## src/hdl/ddsp_pkg.sv

```systemverilog
// ---------------------------------------------------------------------------
// ddsp_pkg
// Shared types and constants of the differential drive slew and PWM unit.
// ---------------------------------------------------------------------------
`timescale 1ns / 1ps

package ddsp_pkg;

  // request codes
  typedef enum logic [2:0] {
    REQ_DRIVE  = 3'd0,
    REQ_STOP   = 3'd1,
    REQ_ESTOP  = 3'd2,
    REQ_ENABLE = 3'd3,
    REQ_TICK   = 3'd4
  } req_type_e;

  // drive directions
  typedef enum logic [2:0] {
    DIR_FWD    = 3'd0,
    DIR_REV    = 3'd1,
    DIR_SPIN_L = 3'd2,
    DIR_SPIN_R = 3'd3,
    DIR_NONE   = 3'd4
  } drive_dir_e;

  // register map, word index
  localparam logic REG_RAMP_RATE = 1'b0;

  localparam int          DUTY_MAX_DEF  = 1023;
  localparam logic [16:0] RAMP_RATE_RST = 17'd7000;

  // full scale level in centi-percent
  localparam int LEVEL_FULL = 10000;

  // speed clamp in whole percent
  localparam logic [6:0] PCT_MAX = 7'd100;

  // largest useful slew step: a full swing from one end to the other
  localparam logic [14:0] STEP_MAX = 15'd20000;

  // x / 125 = (x * RECIP_125) >> RECIP_125_SHIFT, exact for x below 2**30
  localparam logic [30:0] RECIP_125       = 31'd1099511628;
  localparam int          RECIP_125_SHIFT = 37;

endpackage

```

## src/hdl/differential_drive_slew_pwm_unit.sv

```systemverilog
// ---------------------------------------------------------------------------
// differential_drive_slew_pwm_unit
// Throughput: one word per cycle when the result channel is not stalled;
// the target and level update is a single add and compare per track in one
// stage, the multiplies sit in stages of their own around it. Reset clears
// targets, levels, estop and all valids, and loads the ramp rate with
// 7000 centi-percent per second.
// ---------------------------------------------------------------------------
`timescale 1ns / 1ps

module differential_drive_slew_pwm_unit #(
  parameter int DUTY_MAX = ddsp_pkg::DUTY_MAX_DEF
) (
  input  logic               clk_i,
  input  logic               rst_ni,
  // configuration port
  input  logic               psel,
  input  logic               penable,
  input  logic               pwrite,
  input  logic [2:0]         paddr,
  input  logic [31:0]        pwdata,
  output logic [31:0]        prdata,
  output logic               pready,
  // request channel
  input  logic               in_valid_i,
  output logic               in_stall_o,
  input  logic [2:0]         req_type_i,
  input  logic [2:0]         drive_dir_i,
  input  logic [6:0]         speed_pct_i,
  input  logic [15:0]        elapsed_ms_i,
  // result channel
  output logic               out_valid_o,
  input  logic               out_stall_i,
  output logic [9:0]         left_fwd_duty_o,
  output logic [9:0]         left_rev_duty_o,
  output logic [9:0]         right_fwd_duty_o,
  output logic [9:0]         right_rev_duty_o,
  output logic signed [14:0] left_now_o,
  output logic signed [14:0] right_now_o,
  output logic               estop_active_o
);

  // duty product width and the reciprocal for the divide by 10000
  localparam int PW   = $clog2(ddsp_pkg::LEVEL_FULL * DUTY_MAX
                               + ddsp_pkg::LEVEL_FULL / 2 + 1);
  localparam int K2   = PW + 6;
  localparam int PRW  = K2 + 16;
  localparam logic [63:0] RECIP_625 = ((64'd1 << K2) + 64'd624) / 64'd625;

  // register file
  logic [16:0] ramp_rate_q;
  logic        cfg_wr;

  assign pready = 1'b1;
  assign cfg_wr = psel && penable && pwrite && (paddr[2] == ddsp_pkg::REG_RAMP_RATE);
  assign prdata = (paddr[2] == ddsp_pkg::REG_RAMP_RATE) ? {15'd0, ramp_rate_q} : 32'd0;

  always_ff @(posedge clk_i or negedge rst_ni) begin
    if (!rst_ni) begin
      ramp_rate_q <= ddsp_pkg::RAMP_RATE_RST;
    end else if (cfg_wr) begin
      ramp_rate_q <= pwdata[16:0];
    end
  end

  // stage valids and flow control
  logic v1_q, v2_q, v3_q, v4_q, v5_q, out_v_q;
  logic rdy1, rdy2, rdy3, rdy4, rdy5, out_rdy;

  assign out_rdy = !out_v_q || !out_stall_i;
  assign rdy5    = !v5_q || out_rdy;
  assign rdy4    = !v4_q || rdy5;
  assign rdy3    = !v3_q || rdy4;
  assign rdy2    = !v2_q || rdy3;
  assign rdy1    = !v1_q || rdy2;

  assign in_stall_o  = !rdy1;
  assign out_valid_o = out_v_q;

  always_ff @(posedge clk_i or negedge rst_ni) begin
    if (!rst_ni) begin
      v1_q    <= 1'b0;
      v2_q    <= 1'b0;
      v3_q    <= 1'b0;
      v4_q    <= 1'b0;
      v5_q    <= 1'b0;
      out_v_q <= 1'b0;
    end else begin
      if (rdy1)    v1_q    <= in_valid_i;
      if (rdy2)    v2_q    <= v1_q;
      if (rdy3)    v3_q    <= v2_q;
      if (rdy4)    v4_q    <= v3_q;
      if (rdy5)    v5_q    <= v4_q;
      if (out_rdy) out_v_q <= v5_q;
    end
  end

  // stage 1: input word, rate times elapsed time
  logic [2:0]  req1_q, dir1_q;
  logic [6:0]  pct1_q;
  logic [15:0] ms1_q;
  logic [15:0] ms_eff;
  logic [32:0] prod_d;

  assign ms_eff = (ms1_q == 16'd0) ? 16'd1 : ms1_q;
  assign prod_d = {16'd0, ramp_rate_q} * {17'd0, ms_eff};

  // stage 2: divide by 1000 as a shift by three and a reciprocal of 125
  logic [2:0]  req2_q, dir2_q;
  logic [6:0]  pct2_q;
  logic [32:0] prod_q;
  logic [60:0] quot_w;
  logic [23:0] quot;
  logic [14:0] step_d;

  assign quot_w = {31'd0, prod_q[32:3]} * {30'd0, ddsp_pkg::RECIP_125};
  assign quot   = quot_w[ddsp_pkg::RECIP_125_SHIFT +: 24];
  assign step_d = (quot > {9'd0, ddsp_pkg::STEP_MAX}) ? ddsp_pkg::STEP_MAX : quot[14:0];

  // stage 3: target and level update
  logic [2:0]         req3_q, dir3_q;
  logic [6:0]         pct3_q;
  logic [14:0]        step_q;
  logic signed [14:0] l_tgt_q, r_tgt_q, l_lvl_q, r_lvl_q;
  logic signed [14:0] l_tgt_d, r_tgt_d, l_lvl_d, r_lvl_d;
  logic               estop_q, estop_d;
  logic               upd;
  logic [6:0]         pct_sat;
  logic [13:0]        speed;
  logic signed [14:0] spd_pos, spd_neg;

  function automatic logic signed [14:0] slew_level(
    input logic signed [14:0] cur,
    input logic signed [14:0] tgt,
    input logic [14:0]        step
  );
    logic signed [16:0] cur_x, tgt_x, up, dn;
    logic signed [14:0] res;
    cur_x = {{2{cur[14]}}, cur};
    tgt_x = {{2{tgt[14]}}, tgt};
    up    = cur_x + $signed({2'b00, step});
    dn    = cur_x - $signed({2'b00, step});
    res   = cur;
    if (cur_x < tgt_x) begin
      res = (up > tgt_x) ? tgt : up[14:0];
    end else if (cur_x > tgt_x) begin
      res = (dn < tgt_x) ? tgt : dn[14:0];
    end
    return res;
  endfunction

  assign upd     = v3_q && rdy4;
  assign pct_sat = (pct3_q > ddsp_pkg::PCT_MAX) ? ddsp_pkg::PCT_MAX : pct3_q;
  assign speed   = 14'(pct_sat) * 14'd100;
  assign spd_pos = $signed({1'b0, speed});
  assign spd_neg = -spd_pos;

  always_comb begin
    l_tgt_d = l_tgt_q;
    r_tgt_d = r_tgt_q;
    l_lvl_d = l_lvl_q;
    r_lvl_d = r_lvl_q;
    estop_d = estop_q;
    case (ddsp_pkg::req_type_e'(req3_q))
      ddsp_pkg::REQ_DRIVE: begin
        case (ddsp_pkg::drive_dir_e'(dir3_q))
          ddsp_pkg::DIR_FWD: begin
            l_tgt_d = spd_pos;
            r_tgt_d = spd_pos;
          end
          ddsp_pkg::DIR_REV: begin
            l_tgt_d = spd_neg;
            r_tgt_d = spd_neg;
          end
          ddsp_pkg::DIR_SPIN_L: begin
            l_tgt_d = spd_neg;
            r_tgt_d = spd_pos;
          end
          ddsp_pkg::DIR_SPIN_R: begin
            l_tgt_d = spd_pos;
            r_tgt_d = spd_neg;
          end
          default: begin
            l_tgt_d = '0;
            r_tgt_d = '0;
          end
        endcase
        if (estop_q) begin
          l_tgt_d = '0;
          r_tgt_d = '0;
        end
      end
      ddsp_pkg::REQ_STOP, ddsp_pkg::REQ_ESTOP, ddsp_pkg::REQ_ENABLE: begin
        l_tgt_d = '0;
        r_tgt_d = '0;
        l_lvl_d = '0;
        r_lvl_d = '0;
        if (ddsp_pkg::req_type_e'(req3_q) == ddsp_pkg::REQ_ESTOP) estop_d = 1'b1;
        if (ddsp_pkg::req_type_e'(req3_q) == ddsp_pkg::REQ_ENABLE) estop_d = 1'b0;
      end
      ddsp_pkg::REQ_TICK: begin
        if (estop_q) begin
          l_lvl_d = '0;
          r_lvl_d = '0;
        end else begin
          l_lvl_d = slew_level(l_lvl_q, l_tgt_q, step_q);
          r_lvl_d = slew_level(r_lvl_q, r_tgt_q, step_q);
        end
      end
      default: begin
        estop_d = estop_q;
      end
    endcase
  end

  always_ff @(posedge clk_i or negedge rst_ni) begin
    if (!rst_ni) begin
      l_tgt_q <= '0;
      r_tgt_q <= '0;
      l_lvl_q <= '0;
      r_lvl_q <= '0;
      estop_q <= 1'b0;
    end else if (upd) begin
      l_tgt_q <= l_tgt_d;
      r_tgt_q <= r_tgt_d;
      l_lvl_q <= l_lvl_d;
      r_lvl_q <= r_lvl_d;
      estop_q <= estop_d;
    end
  end

  // stage 4: level magnitude times full duty, plus half for rounding
  logic signed [14:0] l4_q, r4_q;
  logic               e4_q;
  logic [PW-1:0]      l_prod_d, r_prod_d;

  function automatic logic [13:0] level_mag(input logic signed [14:0] lvl);
    logic [15:0] mag_w;
    mag_w = lvl[14] ? 16'(-$signed({lvl[14], lvl})) : {1'b0, lvl};
    return (mag_w > 16'(ddsp_pkg::LEVEL_FULL)) ? 14'(ddsp_pkg::LEVEL_FULL) : mag_w[13:0];
  endfunction

  assign l_prod_d = PW'(level_mag(l4_q)) * PW'(DUTY_MAX) + PW'(ddsp_pkg::LEVEL_FULL / 2);
  assign r_prod_d = PW'(level_mag(r4_q)) * PW'(DUTY_MAX) + PW'(ddsp_pkg::LEVEL_FULL / 2);

  // stage 5: divide by 10000 as a shift by four and a reciprocal of 625
  logic signed [14:0] l5_q, r5_q;
  logic               e5_q;
  logic [PW-1:0]      l_prod_q, r_prod_q;
  logic [PRW-1:0]     l_quot_w, r_quot_w;
  logic [9:0]         l_duty, r_duty;

  assign l_quot_w = PRW'(l_prod_q[PW-1:4]) * PRW'(RECIP_625);
  assign r_quot_w = PRW'(r_prod_q[PW-1:4]) * PRW'(RECIP_625);
  assign l_duty   = l_quot_w[K2 +: 10];
  assign r_duty   = r_quot_w[K2 +: 10];

  // pipeline payload registers
  always_ff @(posedge clk_i) begin
    if (rdy1) begin
      req1_q <= req_type_i;
      dir1_q <= drive_dir_i;
      pct1_q <= speed_pct_i;
      ms1_q  <= elapsed_ms_i;
    end
    if (rdy2) begin
      req2_q <= req1_q;
      dir2_q <= dir1_q;
      pct2_q <= pct1_q;
      prod_q <= prod_d;
    end
    if (rdy3) begin
      req3_q <= req2_q;
      dir3_q <= dir2_q;
      pct3_q <= pct2_q;
      step_q <= step_d;
    end
    if (rdy4) begin
      l4_q <= l_lvl_d;
      r4_q <= r_lvl_d;
      e4_q <= estop_d;
    end
    if (rdy5) begin
      l5_q     <= l4_q;
      r5_q     <= r4_q;
      e5_q     <= e4_q;
      l_prod_q <= l_prod_d;
      r_prod_q <= r_prod_d;
    end
    if (out_rdy) begin
      left_fwd_duty_o  <= (l5_q > 15'sd0) ? l_duty : 10'd0;
      left_rev_duty_o  <= (l5_q < 15'sd0) ? l_duty : 10'd0;
      right_fwd_duty_o <= (r5_q > 15'sd0) ? r_duty : 10'd0;
      right_rev_duty_o <= (r5_q < 15'sd0) ? r_duty : 10'd0;
      left_now_o       <= l5_q;
      right_now_o      <= r5_q;
      estop_active_o   <= e5_q;
    end
  end

endmodule

```

## config.mk

```make
export PLATFORM = sky130hd
export DESIGN_NAME = differential_drive_slew_pwm_unit
export DESIGN_NICKNAME = d
export VERILOG_FILES = /design/src/hdl/ddsp_pkg.sv /design/src/hdl/differential_drive_slew_pwm_unit.sv
export SDC_FILE = /design/constraint.sdc
export NUM_CORES = 2
export LEC_CHECK = 0
export BUFFER_PORTS_ARGS = -buffer_cell sky130_fd_sc_hd__buf_2
export CAP_MARGIN = 40
export CORE_MARGIN = 3
export CORE_UTILIZATION = 44
export DETAILED_ROUTE_END_ITERATION = 8
export GPL_ROUTABILITY_DRIVEN = 0
export PLACE_DENSITY = 0.7
export SETUP_SLACK_MARGIN = 0.5
export SYNTH_ARGS = -nofsm -noshare
export SYNTH_HDL_FRONTEND = slang
export SYNTH_SLANG_ARGS = --single-unit
```

## constraint.sdc

```tcl
create_clock -name clk_i -period 9.7 [get_ports clk_i]
set_input_delay 0 -clock clk_i [delete_from_list [all_inputs] [get_ports clk_i]]
set_output_delay 0 -clock clk_i [all_outputs]
set_load 0.02 [all_outputs]
```

# == After elaboration in Yosys (flattened, before gate mapping) ==
# Cells that the tools add are included.
# totals
regBits,368
out_inout_bits,106
# classes
n_bitwise,1
n_addsub,9
eq_ne,7
n_mul,7
muxes,28
order_cmp,16
n_reduce_logical,28
# ops
operator,count
$mux 15,12
$pmux 15 s2,6
$mul 20x21->40 const B,2
$mul 30x29->59 const B,1
$add 24x13->24 const B,2
$mul 14x10->24 const B,2
$mux 16,3
$add 15x16->17,2
$gt 17x15->1,2
$lt 17x15->1,2
$sub 15x16->17,2
$mul 17x16->33,1
$gt 16x14->1 const B,2
$neg 15->16,2
$gt 15x1->1 const B,2
$gt 15x15->1,2
$lt 15x1->1 const B,2
$lt 15x15->1,2
$mux 14,2
$gt 24x15->1 const B,1
$mux 17,1
$logic_not 16->1,1
$neg 14->15,1
$eq 3x2->1 const B,4
other kinds (15),37

# == Logic depth before layout (Yosys ltp) ==
# logic_depth
word_depth,8
ltp_mapped,35
ltp_nobuf,33

# == Least setup slack after synthesis ==
# Ideal clock, no wire load.
# synth_path
kind,reg2reg
start,reg l4_q[0]
end,reg l_prod_q[22] (data pin)
setup_slack_ns,1.453
n_path_buf,2
synth_period_minus_slack_ns,8.247
required_time_ns,9.438
t_arrival_ns,7.985
path_stages_with_launch,34
path_cell_list,edfxtp_1 -> or2_1 -> or4_1 -> clkbuf_1 -> or3b_1 -> or3_1 -> nor3_2 -> a21boi_0 -> o22ai_2 -> a21oi_2 -> buf_6 -> nor2_1 -> inv_1 -> fa_1 -> inv_1 -> fa_1 -> inv_1 -> fa_1 -> inv_1 -> fa_1 -> inv_1 -> fa_1 -> inv_1 -> ha_1 -> a21oi_1 -> nor2b_1 -> a21boi_0 -> o311ai_0 -> a21oi_1 -> nor3_1 -> nor2_1 -> o21ai_0 -> a21oi_1 -> xor2_1
# synth_between
elab_chain_cells,6
# synth_rtl
item,line,rtl
"start, declared",differential_drive_slew_pwm_unit.sv:233,"logic signed [14:0] l4_q, r4_q;"
"start signal, assigned",differential_drive_slew_pwm_unit.sv:279,l4_q <= l_lvl_d;
$neg 15->16,differential_drive_slew_pwm_unit.sv:239,"mag_w = lvl[14] ? 16'(-$signed({lvl[14], lvl})) : {1'b0, lvl};"
$mux 16 (*),differential_drive_slew_pwm_unit.sv:239,
$gt 16x14->1,differential_drive_slew_pwm_unit.sv:240,return (mag_w > 16'(ddsp_pkg::LEVEL_FULL)) ? 14'(ddsp_pkg::LEVEL_FULL) : mag_w[13:0];
$mux 14 (*),differential_drive_slew_pwm_unit.sv:240,
$mul 14x10->24 (*),differential_drive_slew_pwm_unit.sv:243,assign l_prod_d = PW'(level_mag(l4_q)) * PW'(DUTY_MAX) + PW'(ddsp_pkg::LEVEL_FULL / 2);
$add 24x13->24 (*),differential_drive_slew_pwm_unit.sv:243,
via l_prod_d[22],differential_drive_slew_pwm_unit.sv:235,"logic [PW-1:0] l_prod_d, r_prod_d;"
"end signal, assigned",differential_drive_slew_pwm_unit.sv:287,l_prod_q <= l_prod_d;
"end, declared",differential_drive_slew_pwm_unit.sv:249,"logic [PW-1:0] l_prod_q, r_prod_q;"
# Mark *: on every way through the listed nets, which the timed path passes. The rest lies on a longest branch.
# A chain may end at the register's enable or synchronous reset.

# == Final worst setup path ==
# layout_path
start,reg r4_q[0]
end,reg r_prod_q[23] (data pin)
# layout_between
elab_chain_cells,6
# layout_rtl
item,line,rtl
"start, declared",differential_drive_slew_pwm_unit.sv:233,
"start signal, assigned",differential_drive_slew_pwm_unit.sv:280,r4_q <= r_lvl_d;
$neg 15->16,differential_drive_slew_pwm_unit.sv:239,
$mux 16 (*),differential_drive_slew_pwm_unit.sv:239,
$gt 16x14->1,differential_drive_slew_pwm_unit.sv:240,
$mux 14 (*),differential_drive_slew_pwm_unit.sv:240,
$mul 14x10->24 (*),differential_drive_slew_pwm_unit.sv:244,assign r_prod_d = PW'(level_mag(r4_q)) * PW'(DUTY_MAX) + PW'(ddsp_pkg::LEVEL_FULL / 2);
$add 24x13->24 (*),differential_drive_slew_pwm_unit.sv:244,
via r_prod_d[23],differential_drive_slew_pwm_unit.sv:235,
"end signal, assigned",differential_drive_slew_pwm_unit.sv:288,r_prod_q <= r_prod_d;
"end, declared",differential_drive_slew_pwm_unit.sv:249,
# Marks and branches as above.

==> results_dict.tcl <==
set metrics [dict create \
    outcome "finished, final reports clean" \
    antenna_violating_nets_left 0 \
    seq_area_frac_synth 0.161 \
    drc_markers 0 \
    postSynthRegisterBits 353 \
    synthDominantCellAreaShare 0.301 \
    cts_tree "yes" \
    grt_setup_unrepaired "false" \
    grt_pass1_vias 47000 \
    combined_area_of_all_synthesized_cells_sq_mm 0.0633 \
    clock-root-buffer "clkbuf_16" \
    fp.coreArea_sq_mm 0.142 \
    final_area_sq_mm 0.0681 \
    place.detailed.instances 8254 \
    clock_latency_ns 0.60 \
    register_to_register_setup_slack_ns 0.89 \
    post_dp_area_sq_mm 0.0662 \
    die_w_um 385 \
    hold_class "input pin to flop" \
    cp_slowest_stage_delay_ns 0.51 \
    routed-via-count 43800 \
    overflow 0 \
    dr.pass1.iters 6 \
    grt_first_pass_wirelength_um 242000 \
    grt_antenna_before_repair 0 \
    cts.clk_slew.worst_paths_ns 0.06 \
    drive_above_1_share 0.0515 \
    timing.setup.critical_path_class "flop to flop" \
    ctsLongestPathBuffers 3 \
    grt.total_usage 0.202 \
    drt-initial-drc-count 2637 \
    rows 138 \
    critical_path.most_common_cell "fa_1" \
    tritoncts.num_buffers 40 \
    synthCells 6307 \
    max_freq_mhz 114 \
    layout_min_cycle_time_ns 8.81 \
    synth_edf_count 273 \
    floorplan.die.height_um 385 \
    final_hold_viol_count 0 \
    wl_per_cell_um 17.6 \
    highest_net_fanout_along_the_worst_path 12 \
    netlist_top_cells_area "fa_1, ha_1, edfxtp_1" \
    ys.warnings.count 0 \
    routed_wl_um 148000 \
    clkSinkCount 353 \
    synth_async_sr_flop_share 0.227 \
    critPathArrivalTime_ns 9.14 \
    synth.lib_cells_used.distinct 102 \
    critical_path.slowest_cell "edfxtp_1" \
    synthToLayoutAreaGrowth_pct 7.59 \
    fp.dieArea_sq_mm 0.148 \
    setup-violations-final 0 \
    top_level_ports 177 \
    synthDominantAreaCellType "fa_1" \
    fraction_of_the_cycle_the_final_worst_path_needs 0.908 \
    cp.required_ns 10.04 \
    postSynthAreaPerCell_sq_um 10.0 \
    ys_dominant_reg_cell "edfxtp_1" \
    initial_core_util 0.445 \
    start_kind "flop" \
    grt_max_degree 61 \
    fin_tns_setup_ns 0 \
    filler_cell_count 12700 \
    drt-vias-per-instance 5.23 \
    buffer_ports.inserted 143 \
    detailed_placement_wirelength_estimate_um 124000 \
    maxCapViolCount 0 \
    setup.worst_path.end_class "flop" \
    insertedDiodeCount 0 \
    max_slew_margin 0.330 \
    worst_clock_skew_ns 0.0289 \
    worstMarginPinSlew_ns 0.992 \
    post_layout_nonfiller_instances 8379 \
    cts-htree-levels 2 \
    slew_limit_fails 0 \
    finalNetCount 8629 \
]
## layer usage
layer  GRT usage  wire length (um)  share of wire
met5           0                 0              0
met4      0.0625              4800          0.033
met3      0.0245              8340          0.056
met2       0.343             70100           0.47
met1       0.270             64500           0.44
## logic make-up after synthesis
kind of cell | count (synthesis) | share of synthesized area
buffers and inverters | 1731 | 0.104
and+or+nand+nor | 1076 | 0.0853
adders and majority gates | 2100 | 0.528
DFF | 353 | 0.161
muxes | 39 | 0.00657
AOI/OAI and AO/OA | 782 | 0.0838
other | 2 | 0.000119
xor gates and xnor gates | 224 | 0.0310
## critical path, delay by kind of cell (launching register included)
family,cells,cell delay [ns]
compound gates,10,2.54
flops,1,0.51
fa+ha+maj,7,2.80
buf+inv,4,0.49
xor+xnor,1,0.14
simple gates,8,2.07
## final timing paths
kind | depth (start not counted) | to | startpoint
worst max-delay path | 30 | r_prod_q[23] | r4_q[0]
worst min-delay path | 2 | dir1_q[0] | drive_dir_i[0]
worst max register to register | 30 | r_prod_q[23] | r4_q[0]
worst min register to register | 0 | req3_q[2] | req2_q[2]
max in group asynchronous | 4 | ramp_rate_q[1] | rst_ni
min in group asynchronous | 4 | v2_q | rst_ni
## cells in the final DEF (no fill, tap or decap), drive strengths merged, types with 51 or more instances in the layout
cell type       n
inv          1602
ha           1150
fa            950
nand2         349
edfxtp        273
a21oi         205
nor2          188
buf           173
o21ai         149
xnor2         142
and2          121
a21o           93
xor2           82
nor3           76
dfrtp          73
nand3          62
nand2b         57
clkbuf         52
dlygate4sd3    51
## metrics by stage
| stage | util | hold WS [ns] | setup slack [ns] |
|---|---|---|---|
| after global routing | 0.479 | 0.109 | 0.504 |
| final | 0.479 | 0.134 | 0.895 |
| after floorplan | - | -0.296 | 1.45 |
| after CTS | 0.479 | 0.0895 | 0.688 |
| after global placement | 0.464 | -0.110 | 0.931 |
| after detailed placement | 0.466 | -0.113 | 0.735 |
## flip-flops by register name, indices dropped and copies added, names as in the netlist, 13 cells and up
name,cells
l4_q,15
l5_q,15
l_lvl_q,15
l_prod_q,20
l_tgt_q,13
left_now_o,15
ms1_q,16
prod_q,30
r4_q,15
r5_q,15
r_lvl_q,15
r_prod_q,20
r_tgt_q,13
ramp_rate_q,17
right_now_o,15
step_q,15
## synthesized netlist by cell type, types with 9 or more instances
cell	n
a221oi_1	12
o31ai_1	21
or2_2	20
nand4_1	33
inv_1	1595
o221a_2	9
mux2i_1	19
o211ai_1	17
xnor2_1	142
a31oi_1	18
nand3_1	62
a21oi_1	203
edfxtp_1	273
fa_1	950
nand2b_1	57
nor3_1	75
mux2_2	20
a211o_1	13
ha_1	1150
or3_1	26
a211oi_1	39
nand2_1	349
nor2_1	187
o21bai_1	28
nor4_1	15
o21a_1	37
o21ai_0	145
buf_4	16
dfrtp_1	73
a21o_1	93
nor2b_1	50
and2_1	120
a2bb2oi_1	16
clkbuf_1	104
and3_1	26
xor2_1	82
o221ai_1	12
## final cells by class
type | instances | area, sq um | area share
timing repair buffer | 225 | 1570 | 0.0230
clock buffer | 52 | 1070 | 0.0157
inverter | 1601 | 6010 | 0.0883
multi-input combinational | 4237 | 46600 | 0.684
clock inverter | 21 | 274 | 0.00403
tap | 1890 | 2360 | 0.0347
sequential | 353 | 10200 | 0.150
## timing repair
item                       in CTS  in global routing
hold buffers                   51                  0
setup endpoints to repair       0                  3
buffers inserted                0                  1
hold endpoints to repair      144                  0
resized for setup               0                  4
Power is not shown: default switching activity piles up to over one toggle a cycle in this logic, so the estimate is an artifact.
